**config.mk**
```make
export PLATFORM = sky130hd
export DESIGN_NAME = tti_divider
export DESIGN_NICKNAME = d
export VERILOG_FILES = /design/src/sv/tti_pkg.sv /design/src/sv/tti_divider.sv
export SDC_FILE = /design/constraint.sdc
export NUM_CORES = 1
export LEC_CHECK = 0
export ABC_AREA = 1
export BUFFER_PORTS_ARGS = -buffer_cell sky130_fd_sc_hd__clkbuf_2
export CORE_MARGIN = 10
export CORE_UTILIZATION = 45
export DETAILED_ROUTE_END_ITERATION = 10
export GPL_TIMING_DRIVEN = 0
export HOLD_SLACK_MARGIN = 0.08
export MAX_ROUTING_LAYER = met4
export PLACE_DENSITY = 0.75
export SLEW_MARGIN = 10
export SYNTH_ARGS = -nofsm -noshare
export SYNTH_HDL_FRONTEND = slang
export SYNTH_SLANG_ARGS = --single-unit
export TNS_END_PERCENT = 10
```
**constraint.sdc**
```tcl
create_clock -name clk -period 4.3 [get_ports clk]
set_input_delay 0.215 -clock clk [delete_from_list [all_inputs] [get_ports clk]]
set_output_delay 0.215 -clock clk [all_outputs]
set_load 0.03 [all_outputs]
```
**src/sv/tti_pkg.sv**
```systemverilog
// Shared types and constants for the thermistor table interpolator.
package tti_pkg;

  localparam int TABLE_DEPTH = 512;
  localparam int ADDR_W      = $clog2(TABLE_DEPTH);
  localparam int SIZE_W      = $clog2(TABLE_DEPTH + 1);
  localparam int RES_W       = 24;
  localparam int TEMP_W      = 16;
  localparam int COUNT_W     = 10;
  localparam int ENTRY_W     = RES_W + TEMP_W;
  localparam int DIFF_W      = TEMP_W + 1;
  localparam int PROD_W      = RES_W + DIFF_W;
  localparam int STEP_W      = $clog2(DIFF_W + 1);

  localparam logic       FUNC_WRITE  = 1'b0;
  localparam logic       FUNC_LOOKUP = 1'b1;

  localparam logic [1:0] MATCH_EXACT       = 2'd0;
  localparam logic [1:0] MATCH_INTERP      = 2'd1;
  localparam logic [1:0] MATCH_CLAMP_FIRST = 2'd2;
  localparam logic [1:0] MATCH_CLAMP_LAST  = 2'd3;

  typedef enum logic [3:0] {
    S_IDLE,
    S_FIRST,
    S_LAST,
    S_SEARCH,
    S_PROBE,
    S_LOWER,
    S_UPPER,
    S_MUL,
    S_DIVGO,
    S_DIV
  } state_t;

  typedef struct packed {
    logic busy;
    logic done;
  } div_status_t;

endpackage

```
**src/sv/tti_divider.sv**
```systemverilog
// Restoring serial divider: one quotient bit per cycle, quotient known to fit DIFF_W bits.
module tti_divider (
  input  logic                       clk,
  input  logic                       rst,
  input  logic                       start,
  input  logic [tti_pkg::PROD_W-1:0] dividend,
  input  logic [tti_pkg::RES_W-1:0]  divisor,
  output logic [tti_pkg::DIFF_W-1:0] quotient,
  output tti_pkg::div_status_t       status
);

  logic [tti_pkg::RES_W-1:0]  rem;
  logic [tti_pkg::DIFF_W-1:0] low;
  logic [tti_pkg::STEP_W-1:0] steps;
  logic                       running;
  logic                       done;
  logic [tti_pkg::RES_W:0]    trial;
  logic                       fits;
  logic [tti_pkg::RES_W:0]    trial_sub;

  // The upper part of the dividend is already below the divisor, so only the
  // low DIFF_W bits need shifting in.
  always_comb begin
    trial     = {rem, low[tti_pkg::DIFF_W-1]};
    fits      = trial >= {1'b0, divisor};
    trial_sub = trial - {1'b0, divisor};
  end

  always_ff @(posedge clk) begin
    if (rst) begin
      running <= 1'b0;
      done    <= 1'b0;
      steps   <= '0;
    end else begin
      done <= 1'b0;
      if (start) begin
        running <= 1'b1;
        steps   <= tti_pkg::STEP_W'(tti_pkg::DIFF_W);
        rem     <= dividend[tti_pkg::PROD_W-1 -: tti_pkg::RES_W];
        low     <= dividend[tti_pkg::DIFF_W-1:0];
      end else if (running) begin
        rem   <= fits ? trial_sub[tti_pkg::RES_W-1:0] : trial[tti_pkg::RES_W-1:0];
        low   <= {low[tti_pkg::DIFF_W-2:0], fits};
        steps <= steps - 1'b1;
        if (steps == tti_pkg::STEP_W'(1)) begin
          running <= 1'b0;
          done    <= 1'b1;
        end
      end
    end
  end

  assign quotient    = low;
  assign status.busy = running;
  assign status.done = done;

endmodule

```
==> results of run 1 <==
[sequential cells by signal (all words and copies together) (netlist names)]
name      flops
quotient     17
done          1
running       1
steps         5
rem          24
[layer usage]
| layer | share of wire (%) | global-route usage, % | wire length [um] | vias to the layer above |
|---|---|---|---|---|
| met5 | 0 | - | 0 | - |
| met3 | 5.8 | 3.094 | 700 | 14 |
| met2 | 45 | 28.27 | 5403 | 137 |
| li1 | - | - | - | 2320 |
| met1 | 48 | 22.45 | 5825 | 1947 |
| met4 | 1.5 | 4.560 | 176 | 0 |
[how the worst min path moves through the flow]
stage | from | to | slack (ns) | cells past startpoint
3_5_place_dp | rst | steps[4]$_SDFFE_PP0N_ | 0.46 | 2
5_1_grt | rst | steps[4]$_SDFFE_PP0N_ | 0.13 | 2
3_3_place_gp | rst | steps[4]$_SDFFE_PP0N_ | 0.41 | 2
6_report | rst | steps[4]$_SDFFE_PP0N_ | 0.14 | 2
2_1_floorplan | rst | steps[4]$_SDFFE_PP0N_ | 0.28 | 1
4_1_cts | rst | steps[4]$_SDFFE_PP0N_ | 0.13 | 2
[report_power, final]
part           leakage, nW  internal, mW  switching (mW)
sequential           0.450         0.557          0.0221
clock               0.0596         0.168           0.183
combinational         2.44         0.207           0.361
[area by class of cell]
cell class | instances | area [um^2]
inverter | 139 | 521.8
timing repair buffer | 86 | 445.4
buffer | 19 | 101.3
clock buffer | 7 | 107.6
multi-input combinational | 488 | 2364
fill | 968 | 4247
tap | 129 | 161.4
sequential | 48 | 1371
clock inverter | 1 | 8.758
[kinds of logic after synthesis]
| kind of cell | Yosys count | synth area share, % |
|---|---|---|
| buffers and inverters | 158 | 14.33 |
| AND/OR/NAND/NOR | 431 | 41.45 |
| XOR/XNOR | 10 | 2.015 |
| flip-flops | 48 | 31.55 |
| adder cells (fa/ha/maj) | 27 | 7.945 |
| AO/OA/AOI/OAI | 20 | 2.706 |
[worst reg2reg max path, stage by stage (launching register included)]
cell and delay [ns]:
edfxtp_1 0.42, ha_1 0.37, nand2_1 0.14, nor2_2 0.18
nand3_1 0.09, nand3_1 0.20, nand2_1 0.20, nand3_2 0.26
buf_6 0.19, nand2_1 0.06, nand3_1 0.07, nand2_1 0.06
[placed cells by master, fill, tap and decap left out]
| cell | synthesis | routed |
|---|---|---|
| buf_12 | 0 | 1 |
| clkbuf_2 | 0 | 85 |
| and3_1 | 1 | 1 |
| clkbuf_8 | 0 | 6 |
| inv_1 | 138 | 138 |
| clkinv_4 | 0 | 1 |
| xor2_1 | 2 | 2 |
| clkbuf_16 | 0 | 1 |
| nor3_2 | 1 | 1 |
| a21oi_4 | 1 | 2 |
| a31oi_1 | 1 | 1 |
| inv_2 | 1 | 1 |
| buf_6 | 2 | 2 |
| nand3_2 | 2 | 2 |
| fa_1 | 1 | 1 |
| nor2_1 | 37 | 37 |
| nor3_1 | 4 | 4 |
| and2_1 | 1 | 1 |
| nand3_1 | 42 | 42 |
| a21oi_1 | 12 | 11 |
| o21ai_0 | 4 | 4 |
| nand3b_1 | 8 | 8 |
| o21a_1 | 1 | 1 |
| clkbuf_1 | 8 | 8 |
| buf_1 | 1 | 1 |
| nand4_1 | 27 | 27 |
| dfxtp_1 | 7 | 7 |
| xnor2_1 | 8 | 8 |
| nor2_2 | 2 | 2 |
| buf_2 | 6 | 6 |
| buf_4 | 2 | 2 |
| a211oi_1 | 1 | 1 |
| nand2_1 | 306 | 306 |
| edfxtp_1 | 41 | 41 |
| ha_1 | 26 | 26 |
[stage by stage]
stage	setup TNS [ns]	utilization [%]	hold slack [ns]	std cells	power, mW
after floorplan	0	-	0.2844	694	1.001
after global placement	-0.01730	52.89	0.4147	908	1.143
after detailed placement	0	53.23	0.4610	909	1.153
after CTS	0	54.47	0.1288	917	1.501
after global routing	0	54.47	0.1298	917	1.610
final	0	54.47	0.1413	917	1.498
==> metrics.txt, run 1 <==
EDFF count, synth 41; final wirelength 12110 um; Vias 4418; Die Ht 118.3 um; share of layout cells above drive strength 1 14.21%; CP most frequent cell nand2_1; share of the synthesized area in the top cell type between 20% and 30%; worst-skew pair later-pin latency around 0.32 ns; clock skew 0.01684 ns; Hold Vio Cnt, Final 0; synth top area cells edfxtp_1, nand2_1, inv_1; Buffers & Inverters on Critical Path 1; HPWL Detailed 9837 um; Tcrit/Tclk final between 50% and 60%; vias in the first global route 4386; pre-CTS setup slack 1.831 ns; commonest register cell after synthesis edfxtp_1; most frequent cell after synthesis nand2_1; crit path max-delay cell type edfxtp_1; mapped cell area 0.004347 mm^2; crit path max fanout 10; GRT overflow 0; CORE AREA around 0.0093 mm^2; r2r setup slk 1.82 ns; clk sinks 48; largest area contributor in the synthesized netlist edfxtp_1; gp weighted congestion 0.9643; DR pass1 iterations 5; top cells by count, synth nand2_1, inv_1, nand3_1; # hold bufs at CTS 0; CTS tree yes; MaxCap Viol Count 0; clock root buffer clkbuf_8; first-pass GRT wire length 20500 um; # nets final just under 900; crit-path max cell delay 0.42 ns; CTS buffer count 5; net count after synthesis 789; port buffer count 85; Final Max Tran Viols 0; critical path endpoint rem[22]$_DFFE_PP_; Setup crit start rem[6]$_DFFE_PP_; power per cell area slightly below 300 mW/mm^2; DRC errors left 0; top-level port count a little under 90; Arrival @ worst endpoint 2.56 ns; vias per cell 4.818; Worst Tran Pin Value between 0.6 and 0.7 ns; initial DRC count 261; CP endpoint kind flip-flop; final critical-path setup slack around 1.8 ns; Async S/R FF share, synth 0%; placed cell area 0.004965 mm^2; Synth Instances 694; Stages on worst setup path 11; Max Fclk 402.5 MHz; Synth Area per Inst 6.263 um^2; static leakage 2.949 nW; H-tree levels 2; cell row count 35; Die W between 100 and 150 um; slew margin rel. between 50 and 60%; min Tclk post-route 2.484 ns; r2r endpoint rem[22]$_DFFE_PP_; largest net degree at the start of global routing 28; cell area after layout 0.005081 mm^2; worst path cell trace ha_1, nand2_1, nor2_2, nand3_1, nand3_1, nand2_1, nand3_2, buf_6, nand2_1, nand3_1, nand2_1; Synth Warn # 0; peak supply drop 173.8 uV; register area share after synthesis a little under a third; RSZ-0062 raised after global routing no; WL per Instance 13.20 um; Req. time, crit path 4.37 ns; Initial Util 46.60%; Final setup viols 0; Reg clk slew, reported paths 0.11 ns; R2R Path Start rem[6]$_DFFE_PP_; Synth-to-Final Area Change 16.90%; CP Class reg2reg; Post-DRT Antenna Nets 0; CP top delay family simple AND/OR/NAND/NOR gates; Critical Path Source Type flip-flop; number of synthesized register bits 48; setup bufs post-CTS 0; Hold Path Class in2reg; Total GRT Usage 17.65%; Resize count post-CTS 0; ant diodes 0; FF-to-FF path depth 11; run status finished clean; initial antenna violation count 0; die area roughly 0.014 mm^2; Synth cell types 30; CTS Buffer Depth 2
Note: power is estimated with default switching activity, not from simulation.
==> run 2: changes to the inputs <==
--- a/config.mk
+++ b/config.mk
@@ -13,7 +13,7 @@
 export GPL_TIMING_DRIVEN = 0
 export HOLD_SLACK_MARGIN = 0.08
 export MAX_ROUTING_LAYER = met4
-export PLACE_DENSITY = 0.75
+export PLACE_DENSITY = 0.78
 export SLEW_MARGIN = 10
 export SYNTH_ARGS = -nofsm -noshare
 export SYNTH_HDL_FRONTEND = slang
==> constraint.sdc (replaced) <==
create_clock -name clk -period 1.99 [get_ports clk]
set_input_delay 0.0995 -clock clk [delete_from_list [all_inputs] [get_ports clk]]
set_output_delay 0.0995 -clock clk [all_outputs]
set_load 0.03 [all_outputs]
==> run 2 against run 1 <==
Effect of this change: the run now ends with negative setup slack left; core utilization rose by 15 points; final cell count rose by 8.8%; clock power rose by 100%; combinational power rose to 3.1 times the previous value; wire length rose by 17%; via count rose by 11%; cell area rose by 27%; sequential share of layout area fell by 5.8 points; maximum frequency rose by 12%.
==> metrics.txt, run 2 (same netlist as run 1, synthesis figures left out) <==
Gate power share 46.9% (+9.0 points); crit path max fanout 7 (-3); r2r endpoint rem[13]$_DFFE_PP_; setup TNS -4.574 ns (-4.574 ns); Final Max Tran Viols 0 (unchanged); slew margin rel. 49.86% (-8.3 points); Critical Path Source Type flip-flop; Reg clk slew, reported paths 0.11 ns (about the same); hold path cells 3 (+1); Tcrit/Tclk final 111.0% (+53 points); initial DRC count 374 (+43%); CP Class reg2reg; Die W 118.3 um (unchanged); CP most frequent cell nand3_4; crit-path max cell delay 0.48 ns (+0.06 ns); largest net degree at the start of global routing 28 (unchanged); run status finished with violations; initial antenna violation count 0 (unchanged); max FFs per register 24 (unchanged); port buffer count 85 (unchanged); Most flops, register rem; Max Fclk 452.6 MHz (+12%); cell row count 35 (unchanged); DR pass1 iterations 5 (unchanged); Hold Path Class in2reg; WL per Instance 14.19 um (+7.5%); CTS tree yes; gp weighted congestion 0.9642 (about the same); Total GRT Usage 19.17% (+1.5 points); most frequent cells in the layout nand2_1, inv_1, clkbuf_2; Final setup viols 25 (+25); placed cell area 0.004967 mm^2 (about the same); clock root buffer clkbuf_8; P_sw 1.479 mW (+160%); H-tree levels 2 (unchanged); Sequential Power Share 34.0% (-4.7 points); CTS Buffer Depth 2 (unchanged); vias per cell 4.917 (+2.1%); cell area after layout 0.006462 mm^2 (+27%); vias in the first global route 4740 (+8.1%); GRT overflow 0 (unchanged); Post-DRT Antenna Nets 0 (unchanged); CORE AREA 0.009328 mm^2 (unchanged); Vias 4907 (+11%); Worst Tran Pin Value 0.7521 ns (+0.1262 ns); HPWL Detailed 9700 um (-1.4%); crit path max-delay cell type edfxtp_1; failing checks negative setup slack; commonest non-fill, non-tap cell in the layout nand2_1; Synth-to-Final Area Change 48.68%; first-pass GRT wire length 22410 um (+9.3%); r2r setup slk -0.22 ns (-2.03 ns); worst path cell trace ha_4, nand2_4, nor2_4, inv_2, nor3_4, nand3_4, nand3_4, buf_6, nand2_2, nand3_2, nand2_1; Initial Util 46.60% (unchanged); top-level port count 87 (unchanged); Clock power frac 19.2% (-4.2 points); Die Ht 118.3 um (unchanged); clk sinks 48 (unchanged); Pint 2.261 mW (+140%); Req. time, crit path 2.08 ns (-2.29 ns); worst-skew pair later-pin latency 0.32 ns (about the same); final critical-path setup slack -0.2193 ns (-2.035 ns); RSZ-0062 raised after global routing yes; peak supply drop 369.9 uV (+110%); ant diodes 0 (unchanged); FF-to-FF path depth 11 (unchanged); # nets final 963 (+9.2%); min Tclk post-route 2.209 ns (-0.2752 ns); Arrival @ worst endpoint 2.30 ns (-0.26 ns); Hold Vio Cnt, Final 0 (unchanged); final wirelength 14160 um (+17%); power per cell area 578.9 mW/mm^2 (+96%); die area 0.01399 mm^2 (unchanged); Hold Crit Endpoint running$_SDFF_PP0_; switching share of power 39.55% (+1.7 points); CP endpoint kind flip-flop; MaxCap Viol Count 0 (unchanged); Hold Crit Start start; clock skew 0.007333 ns (-0.009508 ns); utilization after layout 69.28% (+15 points); CTS buffer count 5 (unchanged); DRC errors left 0 (unchanged); static leakage 3.442 nW (+17%); R2R Path Start rem[15]$_DFFE_PP_; share of layout cells above drive strength 1 30.72% (+17 points)
[run 2: cell types whose count changed in the layout (fill, tap and decap cells not counted), moves of 14 or more]
cell           delta
buf_4            +39
dlygate4sd3_1    +42
ha_1             -22
ha_4             +21
nand2_1          -54
nand2_2          +40
nand2_4          +14
[run 2: per-stage QoR]
stage | worst slack (ns) | hold WS, ns | cells | power [mW]
floorplan | -0.1976 | 0.1689 | 694 | 2.164
global placement | -0.3805 | 0.3435 | 908 | 2.461
detailed placement | -0.4283 | 0.3402 | 909 | 2.483
CTS | -0.1899 | 0.2349 | 979 | 3.507
global route | -0.3173 | 0.3002 | 998 | 3.959
finish | -0.2193 | 0.2329 | 998 | 3.741
[run 2: routing by layer]
layer / wire length (um) / GRT usage [%] / vias up / share of wire, %
li1: - / - / 2483 / -
met1: 6011 / 23.30 / 2185 / 42
met2: 6770 / 31.78 / 214 / 48
met3: 1083 / 3.950 / 25 / 7.6
met4: 298 / 4.560 / 0 / 2.1
met5: 0 / - / - / 0
[run 2: how the worst max path moves through the flow]
stage,endpoint,slack [ns],cells past startpoint,start
global placement,rem[22]$_DFFE_PP_,-0.38,11,rem[6]$_DFFE_PP_
CTS,rem[3]$_DFFE_PP_,-0.19,11,rem[5]$_DFFE_PP_
floorplan,rem[12]$_DFFE_PP_,-0.20,15,quotient[16]$_DFFE_PP_
global route,rem[13]$_DFFE_PP_,-0.32,12,rem[2]$_DFFE_PP_
finish,rem[13]$_DFFE_PP_,-0.22,11,rem[15]$_DFFE_PP_
detailed placement,rem[22]$_DFFE_PP_,-0.43,11,rem[7]$_DFFE_PP_
[run 2: layout make-up]
type	instances	area, um^2
Inverter	139	521.8
Clock buffer	6	82.58
Multi-Input combinational cell	488	3017
Buffer	19	121.4
Clock inverter	2	17.52
Sequential cell	48	1371
Fill cell	765	2865
Timing Repair Buffer	167	1170
Tap cell	129	161.4
[run 2: worst max-delay path, delay by kind of cell (launching register included)]
family,cells,cell delay [ns]
fa+ha+maj,1,0.36
simple gates,8,0.91
flops,1,0.48
buf+inv,2,0.22
[run 2: power by group through the flow]
stage	Combinational [mW]	Clock, mW	Sequential [mW]
after global placement	1.19	0	1.27
final	1.75	0.717	1.27
after floorplan	0.856	0	1.31
after global routing	1.93	0.749	1.28
after CTS	1.52	0.716	1.27
after detailed placement	1.21	0	1.27
[run 2: what timing repair did]
| action | CTS | global route |
|---|---|---|
| hold endpoints to repair | 42 | 0 |
| endpoints found under the setup margin | 25 | 25 |
| gates resized for setup | 77 | 78 |
| pin swaps | 31 | 47 |
| hold buffers | 42 | 0 |
| buffers inserted | 18 | 19 |
| gates cloned | 2 | 0 |
