### config.mk
export PLATFORM = sky130hd
export DESIGN_NAME = tti_ram
export DESIGN_NICKNAME = d
export VERILOG_FILES = /design/src/sv/tti_ram.sv
export SDC_FILE = /design/constraint.sdc
export NUM_CORES = 1
export LEC_CHECK = 0
export BUFFER_PORTS_ARGS = -buffer_cell sky130_fd_sc_hd__buf_2
export CORE_AREA = 2 2 96 98
export DETAILED_ROUTE_END_ITERATION = 7
export DIE_AREA = 0 0 98 100
export PLACE_DENSITY = 0.77
export RECOVER_POWER = 25
export SLEW_MARGIN = 20
export SYNTH_ARGS = -nofsm -noshare
export SYNTH_HDL_FRONTEND = slang
export SYNTH_SLANG_ARGS = --single-unit
### constraint.sdc
create_clock -name clk -period 2.08 [get_ports clk]
set_input_delay 0.104 -clock clk [delete_from_list [all_inputs] [get_ports clk]]
set_output_delay 0.104 -clock clk [all_outputs]
set_load 0.05 [all_outputs]
### src/sv/tti_ram.sv
// Generic single-write, single-read RAM with registered read data.
module tti_ram #(
  parameter int WIDTH = 8,
  parameter int DEPTH = 16
) (
  input  logic                     clk,
  input  logic                     we,
  input  logic [$clog2(DEPTH)-1:0] waddr,
  input  logic [WIDTH-1:0]         wdata,
  input  logic [$clog2(DEPTH)-1:0] raddr,
  output logic [WIDTH-1:0]         rdata
);

  logic [WIDTH-1:0] mem [DEPTH];

  always_ff @(posedge clk) begin
    if (we) begin
      mem[waddr] <= wdata;
    end
    rdata <= mem[raddr];
  end

endmodule

==> results of run 1 <==
==> synth_stat cells (2+ instances only) <==
| cell | instances | share of area, % |
|---|---|---|
| a22oi_1 | 16 | 2.3 |
| buf_2 | 3 | 0.29 |
| buf_6 | 3 | 0.66 |
| clkdlybuf4s25_2 | 3 | 0.58 |
| dfxtp_1 | 8 | 3.1 |
| edfxtp_1 | 128 | 75 |
| mux4_1 | 14 | 7.1 |
| mux4_2 | 18 | 7.9 |
| nand2_1 | 9 | 0.66 |
| nand2b_1 | 2 | 0.24 |
| nand3b_1 | 2 | 0.29 |
| nor2_1 | 13 | 0.95 |
| nor3_1 | 4 | 0.39 |
==> kinds of logic (layout without fill, tap and decap cells) <==
family | after synthesis | in the layout
buffers and inverters | 10 | 83
AOI/OAI and AO/OA | 16 | 16
muxes | 32 | 32
DFF | 136 | 136
and+or+nand+nor | 35 | 35
==> routing by layer <==
layer,track usage (%),vias up
met2,38.1,102
li1,-,1092
met4,10.0,0
met3,5.57,14
met5,0,-
met1,31.3,1295
==> flip-flops by register name, summed over array words and instances (netlist names) <==
signal	cells
mem	128
rdata	8
==> critical path: cells and delay by family, from the launching register on <==
| family | cells | cell delay (ns) |
|---|---|---|
| compound gates | 1 | 0.28 |
| mux | 1 | 0.50 |
| flops | 1 | 0.36 |
| simple gates | 1 | 0.10 |
==> report_power, final <==
part           internal [uW]  switching [uW]  leakage (uW)
combinational            130             221      0.000582
sequential              3060            20.8       0.00122
clock                   1860            1140      0.000288
==> cell type report <==
| class | count | area share [%] |
|---|---|---|
| timing repair buffer | 51 | 5.66 |
| tap | 111 | 2.26 |
| multi-input combinational | 83 | 17.2 |
| clock inverter | 14 | 2.79 |
| sequential | 136 | 65.1 |
| clock buffer | 18 | 6.96 |
==> stage by stage <==
stage	worst slack [ns]	power (uW)
final	0.717	6440
after global routing	0.652	6620
after CTS	0.700	6480
after detailed placement	0.489	3480
after global placement	0.545	3470
after floorplan	0.483	3350
==> what timing repair did <==
action,in CTS,in global routing
hold buffers,8,0
buffers inserted,0,0
endpoints found under the hold margin,128,0
==> how the worst max path moves through the flow <==
stage / end / slack, ns / cells past startpoint
after floorplan: mem[0][0]$_DFFE_PP_ / 0.48 / 2
after global placement: rdata[3]$_DFF_P_ / 0.54 / 5
after detailed placement: rdata[3]$_DFF_P_ / 0.49 / 5
after CTS: rdata[3]$_DFF_P_ / 0.70 / 3
after global routing: rdata[3]$_DFF_P_ / 0.65 / 3
final: rdata[3]$_DFF_P_ / 0.72 / 3
==> results.md, run 1 <==
* H-Tree Depth at 4
* Power density cells at 1050 nW/um2
* Cells on worst reg2reg path at 3
* Register bit total from synthesis at 136
* Adder-cell share of the synthesized area at 0%
* Cells after synthesis at 229
* DR WL met3 at 727 um
* Initial antenna violation count at 0
* Hold Startpoint: waddr[0]
* Final core utilization at 69.1%
* CTS Sinks at 136
* DP Wirelength at 5.99 mm
* Arrival time at the worst endpoint at 1.76 ns
* Max Root-Sink Buffers at 2
* XOR/XNOR share of the synthesized area at 0%
* Critical path peak fanout at 1
* Critical Path Max Stage Delay at 0.50 ns
* Placed cell count at 373
* Synth warn at 0
* DR top layer: met4
* Drt pass-1 iters at 4
* Total routed wirelength at 10.4 mm
* Total track usage at 23.5%
* Critical path required time at 2.48 ns
* First-pass GRT wire length at 16.0 mm
* Synthesized Nets at 247
* Worst VDD drop at 0.797 mV
* Setup violators final at 0
* Crit-path cells: mux4_1, a22oi_1, nand2_1
* GPL Wtd Cong at 0.749
* Leak pwr at 0.00209 uW
* Root Driver: clkbuf_8
* Footprint of the multi-input gates at 1060 um2
* Commonest non-fill, non-tap cell in the layout: edfxtp_1
* Fill cell count at 543
* I/O Buffers at 25
* Worst Hold Class: input pin to flip-flop
* Hold depth at 3
* Clock transition at path regs at 0.06 ns
* Gr ovfl total at 0
* Status: complete, no violations
* Vias in the first global route at 2659
* I/O pin total at 26
* Final Cell Area at 6150 um2
* Largest family of logic cells by synthesized area: multiplexers
* RSZ-0062 raised after global routing: false
* CTS Buf Count at 17
* Area growth from synthesis to layout at 19.4%
* WS Path Type: flip-flop to flip-flop
* Routed wl met2 at 5.38 mm
* DP Area at 5490 um2
* Post-synthesis sequential area ratio at 77.8%
* Slew headroom at 49.8%
* FF+latch area at 4000 um2
* DR iter-0 viols at 207
* Setup TNS at 0 ns
* Hold Slack at 0.157 ns
* Vias at 2503
* Max Cap Violations at 0
* Part of the cycle the worst path needs at 65.5%
* Wl on met1 at 4.15 mm
* Worst skew pair latency at 0.52 ns
* Cell variety after synth at 19
* Cell Area, Synth at 5150 um2
* Async set-reset flop share out of synthesis at 0%
* CTS tree: yes
* Slowest-stage cell, CP: mux4_1
* Worst reg2reg endpoint: rdata[3]$_DFF_P_
* Worst Tran Pin Value at 0.751 ns
* Most frequent cells in the layout: edfxtp_1 (128), buf_2 (20), mux4_2 (18), a22oi_1 (16), clkbuf_16 (16)
* CP endpoint kind: flip-flop
* CP Launch Type: flip-flop
* Worst Hold End: mem[0][3]$_DFFE_PP_
* RR Startpoint: mem[10][3]$_DFFE_PP_
* Largest net degree at the start of global routing at 33
* Crit path from: mem[10][3]$_DFFE_PP_
* Mux share of post-synthesis cell area at 15.0%
* Initial Util at 57.9%
* Max Slew Vio Count at 0
* Layout Cells excl Fill at 413
* Final Hold Violating Endpoints at 0
* CTS resizes at 0
* DRC at 0
* Via-to-Cell Ratio at 6.06
* N_diodes at 0
* Share of cells above drive strength 1 at 28.5%
* Post-route ant nets at 0
* Internal reg-to-reg setup slack at 0.72 ns
* Site Rows at 35
* CORE AREA at 8890 um2
* Final net count at 307
* Avg WL per Cell at 25.1 um
* Die area at 9800 um2
* Simple-Gate Fraction of Synth Area at 3.18%
* EDFF count, synth at 128
* Tmin final at 1.36 ns
* Synth Area in Compound Gates at 2.33%
* Fmax achieved at 0.733 GHz
* Die Y at 100 um
* Ys flop type: edfxtp_1
* Syn avg cell area at 22.5 um2
* Die W at 98 um
* Setup Skew at 0.00815 ns
Power figures use the tool's default switching activity.
==> run 2: changes to the inputs <==
clock period = 1.3 ns   (was 2.08 ns; I/O delays follow)
==> run 2 against run 1 <==
  * Combinational power rose by 76%
  * Sequential power rose by 60%
  * Critical endpoint is now rdata[0]$_DFF_P_
  * Fmax rose by 5.6%
==> results.md, run 2 (synthesized netlist as in run 1, its figures left out) <==
* Final net count at 317 (+3.3%)
* Die Y at 100 um (unchanged)
* Site Rows at 35 (unchanged)
* Setup Skew at 0.00637 ns (-0.00178 ns)
* Drt pass-1 iters at 4 (unchanged)
* Max Cap Violations at 0 (unchanged)
* Worst Tran Pin Value at 0.977 ns (+0.226 ns)
* RSZ-0062 raised after global routing: true
* CTS Sinks at 136 (unchanged)
* I/O pin total at 26 (unchanged)
* DRC at 0 (unchanged)
* Critical path required time at 1.69 ns (-0.79 ns)
* DR iter-0 viols at 232 (+12%)
* GPL Wtd Cong at 0.734 (-2.0%)
* Setup violators final at 0 (unchanged)
* CORE AREA at 8890 um2 (unchanged)
* Via-to-Cell Ratio at 6.14 (+1.3%)
* FF+latch area at 4000 um2 (unchanged)
* Vias at 2597 (+3.8%)
* Placed cell count at 383 (+2.7%)
* Share of cells above drive strength 1 at 36.9% (+8.4 points)
* Post-route ant nets at 0 (unchanged)
* I/O Buffers at 25 (unchanged)
* Worst Hold Class: input pin to flip-flop
* Setup Fix Bufs, Post-CTS at 0 (unchanged)
* Tmin final at 1.29 ns (-0.0721 ns)
* Final Cell Area at 6290 um2 (+2.3%)
* Max Slew Vio Count at 0 (unchanged)
* First-pass GRT wire length at 16.0 mm (+0.52%)
* Leak pwr at 0.00214 uW (+2.1%)
* Power density cells at 1690 nW/um2 (+61%)
* Largest net degree at the start of global routing at 20 (-39%)
* Clock transition at path regs at 0.06 ns (about the same)
* Critical Path Max Stage Delay at 0.48 ns (-0.02 ns)
* Critical path peak fanout at 1 (unchanged)
* Worst VDD drop at 1.11 mV (+39%)
* Vias in the first global route at 2673 (+0.53%)
* Status: complete, no violations
* Die W at 98 um (unchanged)
* Max Root-Sink Buffers at 2 (unchanged)
* Arrival time at the worst endpoint at 1.69 ns (-0.07 ns)
* WS Path Type: flip-flop to flip-flop
* CP Launch Type: flip-flop
* Top flop regs: mem (128), rdata (8)
* CTS tree: yes
* Most frequent cells in the layout: edfxtp_1 (128), mux4_2 (26), buf_4 (23), buf_2 (20), clkbuf_16 (16)
* Slew headroom at 34.6% (-15 points)
* Die area at 9800 um2 (unchanged)
* Total track usage at 23.5% (about the same)
* Footprint of the multi-input gates at 1080 um2 (+1.9%)
* DP Area at 5580 um2 (+1.7%)
* Total routed wirelength at 10.6 mm (+2.1%)
* DP Wirelength at 6.32 mm (+5.5%)
* Initial antenna violation count at 0 (unchanged)
* CP endpoint kind: flip-flop
* Root Driver: clkbuf_8
* Slowest-stage cell, CP: mux4_2
* Layout Cells excl Fill at 423 (+2.4%)
* Crit-path cells: mux4_2, a22oi_2, nand2_1
* N_diodes at 0 (unchanged)
* Area growth from synthesis to layout at 22.1%
* Avg WL per Cell at 25.0 um (-0.30%)
* H-Tree Depth at 4 (unchanged)
* Most flops, register: mem
* Fmax achieved at 0.774 GHz (+5.6%)
* Fill cell count at 545 (+0.37%)
* Gr ovfl total at 0 (unchanged)
* Commonest non-fill, non-tap cell in the layout: edfxtp_1
* Final Hold Violating Endpoints at 0 (unchanged)
* Part of the cycle the worst path needs at 99.3% (+34 points)
* Initial Util at 57.9% (unchanged)
* CTS Buf Count at 17 (unchanged)
* Max FFs per register at 128 (unchanged)
* Worst skew pair latency at 0.52 ns (about the same)
-- run 2: layout make-up --
cell class,instances,area share (%)
clock buffers,17,6.59
multi-input cells,83,17.1
flip-flops and latches,136,63.7
clock inverters,15,3.38
well taps,111,2.21
repair buffers,61,6.99
-- run 2: timing repair --
action	4_1_cts	5_1_grt
gates resized for setup	10	7
endpoints found under the hold margin	128	0
pin swaps	4	9
endpoints found under the setup margin	7	8
hold buffers	8	0
-- run 2: power breakdown --
| group | internal, uW | leakage (uW) | total (uW) | switching, uW |
|---|---|---|---|---|
| logic | 240 | 0.000612 | 617 | 377 |
| clock network | 3160 | 0.000302 | 5050 | 1890 |
| registers | 4900 | 0.00122 | 4940 | 33.5 |
| total | 8300 | 0.00214 | 10600 | 2300 |
-- run 2: stage by stage --
stage	hold WS [ns]	setup slack (ns)	TNS, ns	util, %	power (uW)
CTS	0.0856	-0.00682	-0.0113	71.0	10700
detailed placement	0.455	-0.196	-1.90	62.7	5600
floorplan	0.164	-0.0311	-0.863	-	5370
global placement	0.440	-0.143	-1.15	62.7	5580
finish	0.102	0.00871	0	70.7	10600
global route	0.104	-0.0299	-0.104	70.7	10900
-- run 2: path summary, 6_finish.rpt --
path                        from             endpoint  slack, ns  cells after the start
max          mem[0][0]$_DFFE_PP_     rdata[0]$_DFF_P_      0.009                      3
min                     waddr[0]  mem[4][1]$_DFFE_PP_       0.10                      3
min reg2reg  mem[6][4]$_DFFE_PP_     rdata[4]$_DFF_P_       0.68                      3
max reg2reg  mem[0][0]$_DFFE_PP_     rdata[0]$_DFF_P_      0.009                      3
-- run 2: worst max-delay path: cells and delay by family, from the launching register on --
| kind | cells | cell delay [ns] |
|---|---|---|
| DFF | 1 | 0.38 |
| and+or+nand+nor | 1 | 0.10 |
| AOI/OAI and AO/OA | 1 | 0.22 |
| muxes | 1 | 0.48 |
-- run 2: metal layers --
| metal | track usage (%) | part of all wire (%) | vias to the layer above |
|---|---|---|---|
| met4 | 9.08 | 2.0 | 0 |
| met3 | 7.24 | 6.6 | 19 |
| met5 | 0 | 0 | - |
| li1 | - | - | 1113 |
| met1 | 31.1 | 40 | 1343 |
| met2 | 37.5 | 51 | 122 |
==> run 3: changes to the inputs <==
PLACE_DENSITY = 0.86   (was 0.77)
==> run 3 against run 2 <==
  * The run now ends with negative setup slack left
  * Routed wire length is 2.0% lower
  * Critical endpoint is now rdata[4]$_DFF_P_
  * Core utilization fell by 1.2 points
  * Final cell count is 1.4% lower
  * Clock-buffer cell count rose by 1
==> results.md, run 3 (synthesized netlist as in run 1, its figures left out) <==
* Die Y at 100 um (unchanged)
* DP Wirelength at 6.25 mm (-1.2%)
* Clock power share at 45.0% (-2.6 points)
* Setup violators final at 4 (+4)
* Slew headroom at 37.7% (+3.1 points)
* CP endpoint kind: flip-flop
* Avg WL per Cell at 24.9 um (-0.54%)
* DR iter-0 viols at 183 (-21%)
* Setup Skew at 0.00674 ns (+0.000373 ns)
* NetSw at 2210 uW (-4.3%)
* CTS Buf Count at 17 (unchanged)
* Initial antenna violation count at 0 (unchanged)
* Site Rows at 35 (unchanged)
* Worst skew pair latency at 0.51 ns (about the same)
* Worst Hold Class: input pin to flip-flop
* CTS Sinks at 136 (unchanged)
* Max Cap Violations at 0 (unchanged)
* Hold Slack at 0.105 ns (+0.00334 ns)
* Sw Ratio at 21.9% (+0.16 points)
* Comb pwr share at 6.0% (+0.2 points)
* I/O pin total at 26 (unchanged)
* Initial Util at 57.9% (unchanged)
* Gr ovfl total at 0 (unchanged)
* Tmin final at 1.32 ns (+0.0272 ns)
* CTS tree: yes
* Max Slew Vio Count at 0 (unchanged)
* Power density cells at 1630 nW/um2 (-3.3%)
* Area growth from synthesis to layout at 20.0%
* Die W at 98 um (unchanged)
* Slowest-stage cell, CP: mux4_2
* DRC at 0 (unchanged)
* I/O Buffers at 25 (unchanged)
* Leak pwr at 0.00207 uW (-3.4%)
* Status: finished, violations left
* Largest net degree at the start of global routing at 33 (+65%)
* Worst VDD drop at 0.977 mV (-12%)
* CP Launch Type: flip-flop
* Final Hold Violating Endpoints at 0 (unchanged)
* Failing checks: negative setup slack
* Critical Path Max Stage Delay at 0.49 ns (about the same)
* Int Pwr at 7870 uW (-5.2%)
* Via-to-Cell Ratio at 6.02 (-1.9%)
* Critical path peak fanout at 1 (unchanged)
* Arrival time at the worst endpoint at 1.70 ns (about the same)
* Drt pass-1 iters at 5 (+1)
* Top flop regs: mem (128), rdata (8)
* Root Driver: clkbuf_8
* Clock transition at path regs at 0.06 ns (about the same)
* Placed cell count at 377 (-1.6%)
* CORE AREA at 8890 um2 (unchanged)
* Share of cells above drive strength 1 at 35.3% (-1.6 points)
* Total routed wirelength at 10.4 mm (-2.0%)
* Vias in the first global route at 2573 (-3.7%)
* Setup TNS at -0.0420 ns (-0.0420 ns)
* Worst Tran Pin Value at 0.931 ns (-0.0458 ns)
* Most flops, register: mem
* N_diodes at 0 (unchanged)
* Fmax achieved at 0.758 GHz (-2.1%)
* Total track usage at 22.6% (-0.94 points)
* Commonest non-fill, non-tap cell in the layout: edfxtp_1
* Final net count at 311 (-1.9%)
* Worst setup margin at -0.0185 ns (-0.0272 ns)
* Family with the most delay on the worst path: multiplexers
* Most frequent cells in the layout: edfxtp_1 (128), mux4_2 (27), buf_2 (21), clkbuf_16 (16), buf_4 (15)
* Sequential share of power at 49.0% (+2.5 points)
* Max FFs per register at 128 (unchanged)
* H-Tree Depth at 4 (unchanged)
* Worst Path Buf+Inv at 0 (unchanged)
* Die area at 9800 um2 (unchanged)
* WS Path Type: flip-flop to flip-flop
* First-pass GRT wire length at 15.5 mm (-3.3%)
* Vias at 2511 (-3.3%)
* Post-route ant nets at 0 (unchanged)
* Part of the cycle the worst path needs at 101% (+2.1 points)
* Crit-path cells: mux4_2, a22oi_2, nand2_1
* Critical path required time at 1.69 ns (about the same)
* Layout Cells excl Fill at 417 (-1.4%)
* Max Root-Sink Buffers at 2 (unchanged)
* RSZ-0062 raised after global routing: true
* GPL Wtd Cong at 0.722 (-1.6%)
## run 3: cell count changes in the layout (fill, tap and decap cells not counted)
cell,previous run,this run
buf_4,23,15
bufinv_16,4,2
clkbuf_1,7,9
inv_6,5,3
a22oi_1,7,6
a22oi_2,9,10
buf_2,20,21
clkinv_1,0,1
clkinv_2,1,2
clkinv_4,2,3
clkinvlp_4,2,3
inv_8,1,0
mux4_1,6,5
mux4_2,26,27
## run 3: power groups by stage
stage	Sequential, uW	Combinational [uW]	Clock [uW]
after floorplan	5120	249	0
after global placement	5020	539	0
after detailed placement	5030	558	0
after CTS	4940	614	4560
after global routing	4950	640	4720
final	4940	605	4530
## run 3: area by class of cell
| cell class | instances | area (um2) |
|---|---|---|
| Clock buffer | 18 | 418 |
| Clock inverter | 14 | 149 |
| Fill cell | 545 | 2710 |
| Multi-Input combinational cell | 83 | 1080 |
| Sequential cell | 136 | 4000 |
| Tap cell | 111 | 139 |
| Timing Repair Buffer | 55 | 388 |
## run 3: path summary, 6_finish.rpt
kind / start / end / slack [ns] / cells past startpoint
min: waddr[0] / mem[0][5]$_DFFE_PP_ / 0.11 / 3
max: mem[10][4]$_DFFE_PP_ / rdata[4]$_DFF_P_ / -0.02 / 3
max reg2reg: mem[10][4]$_DFFE_PP_ / rdata[4]$_DFF_P_ / -0.02 / 3
min reg2reg: mem[6][7]$_DFFE_PP_ / rdata[7]$_DFF_P_ / 0.69 / 3
## run 3: metal layers
metal,share of wire (%),up-vias,global-route usage (%)
met5,0,-,0
met4,1.1,0,6.84
met3,6.4,9,6.55
met2,54,114,38.0
met1,39,1294,29.1
li1,-,1094,-
## run 3: timing repair
item,in CTS,in global routing
pin swaps,9,1
hold buffers,8,0
setup endpoints to repair,7,5
hold endpoints to repair,128,0
resized for setup,19,0
setup buffers,0,0
## run 3: stage by stage
step / power (uW) / utilization (%) / worst slack (ns) / instance area (um2)
2_1_floorplan: 5370 / - / -0.0311 / 5150
6_report: 10100 / 69.5 / -0.0185 / 6180
3_3_place_gp: 5560 / 62.2 / -0.110 / 5530
4_1_cts: 10100 / 69.7 / -0.0239 / 6200
3_5_place_dp: 5590 / 62.2 / -0.209 / 5530
5_1_grt: 10300 / 69.5 / -0.0463 / 6180
## run 3: worst register-to-register path, cell delays in order, from the launching register on
cell	delay [ns]
edfxtp_1	0.41
mux4_2	0.49
a22oi_2	0.18
nand2_1	0.11
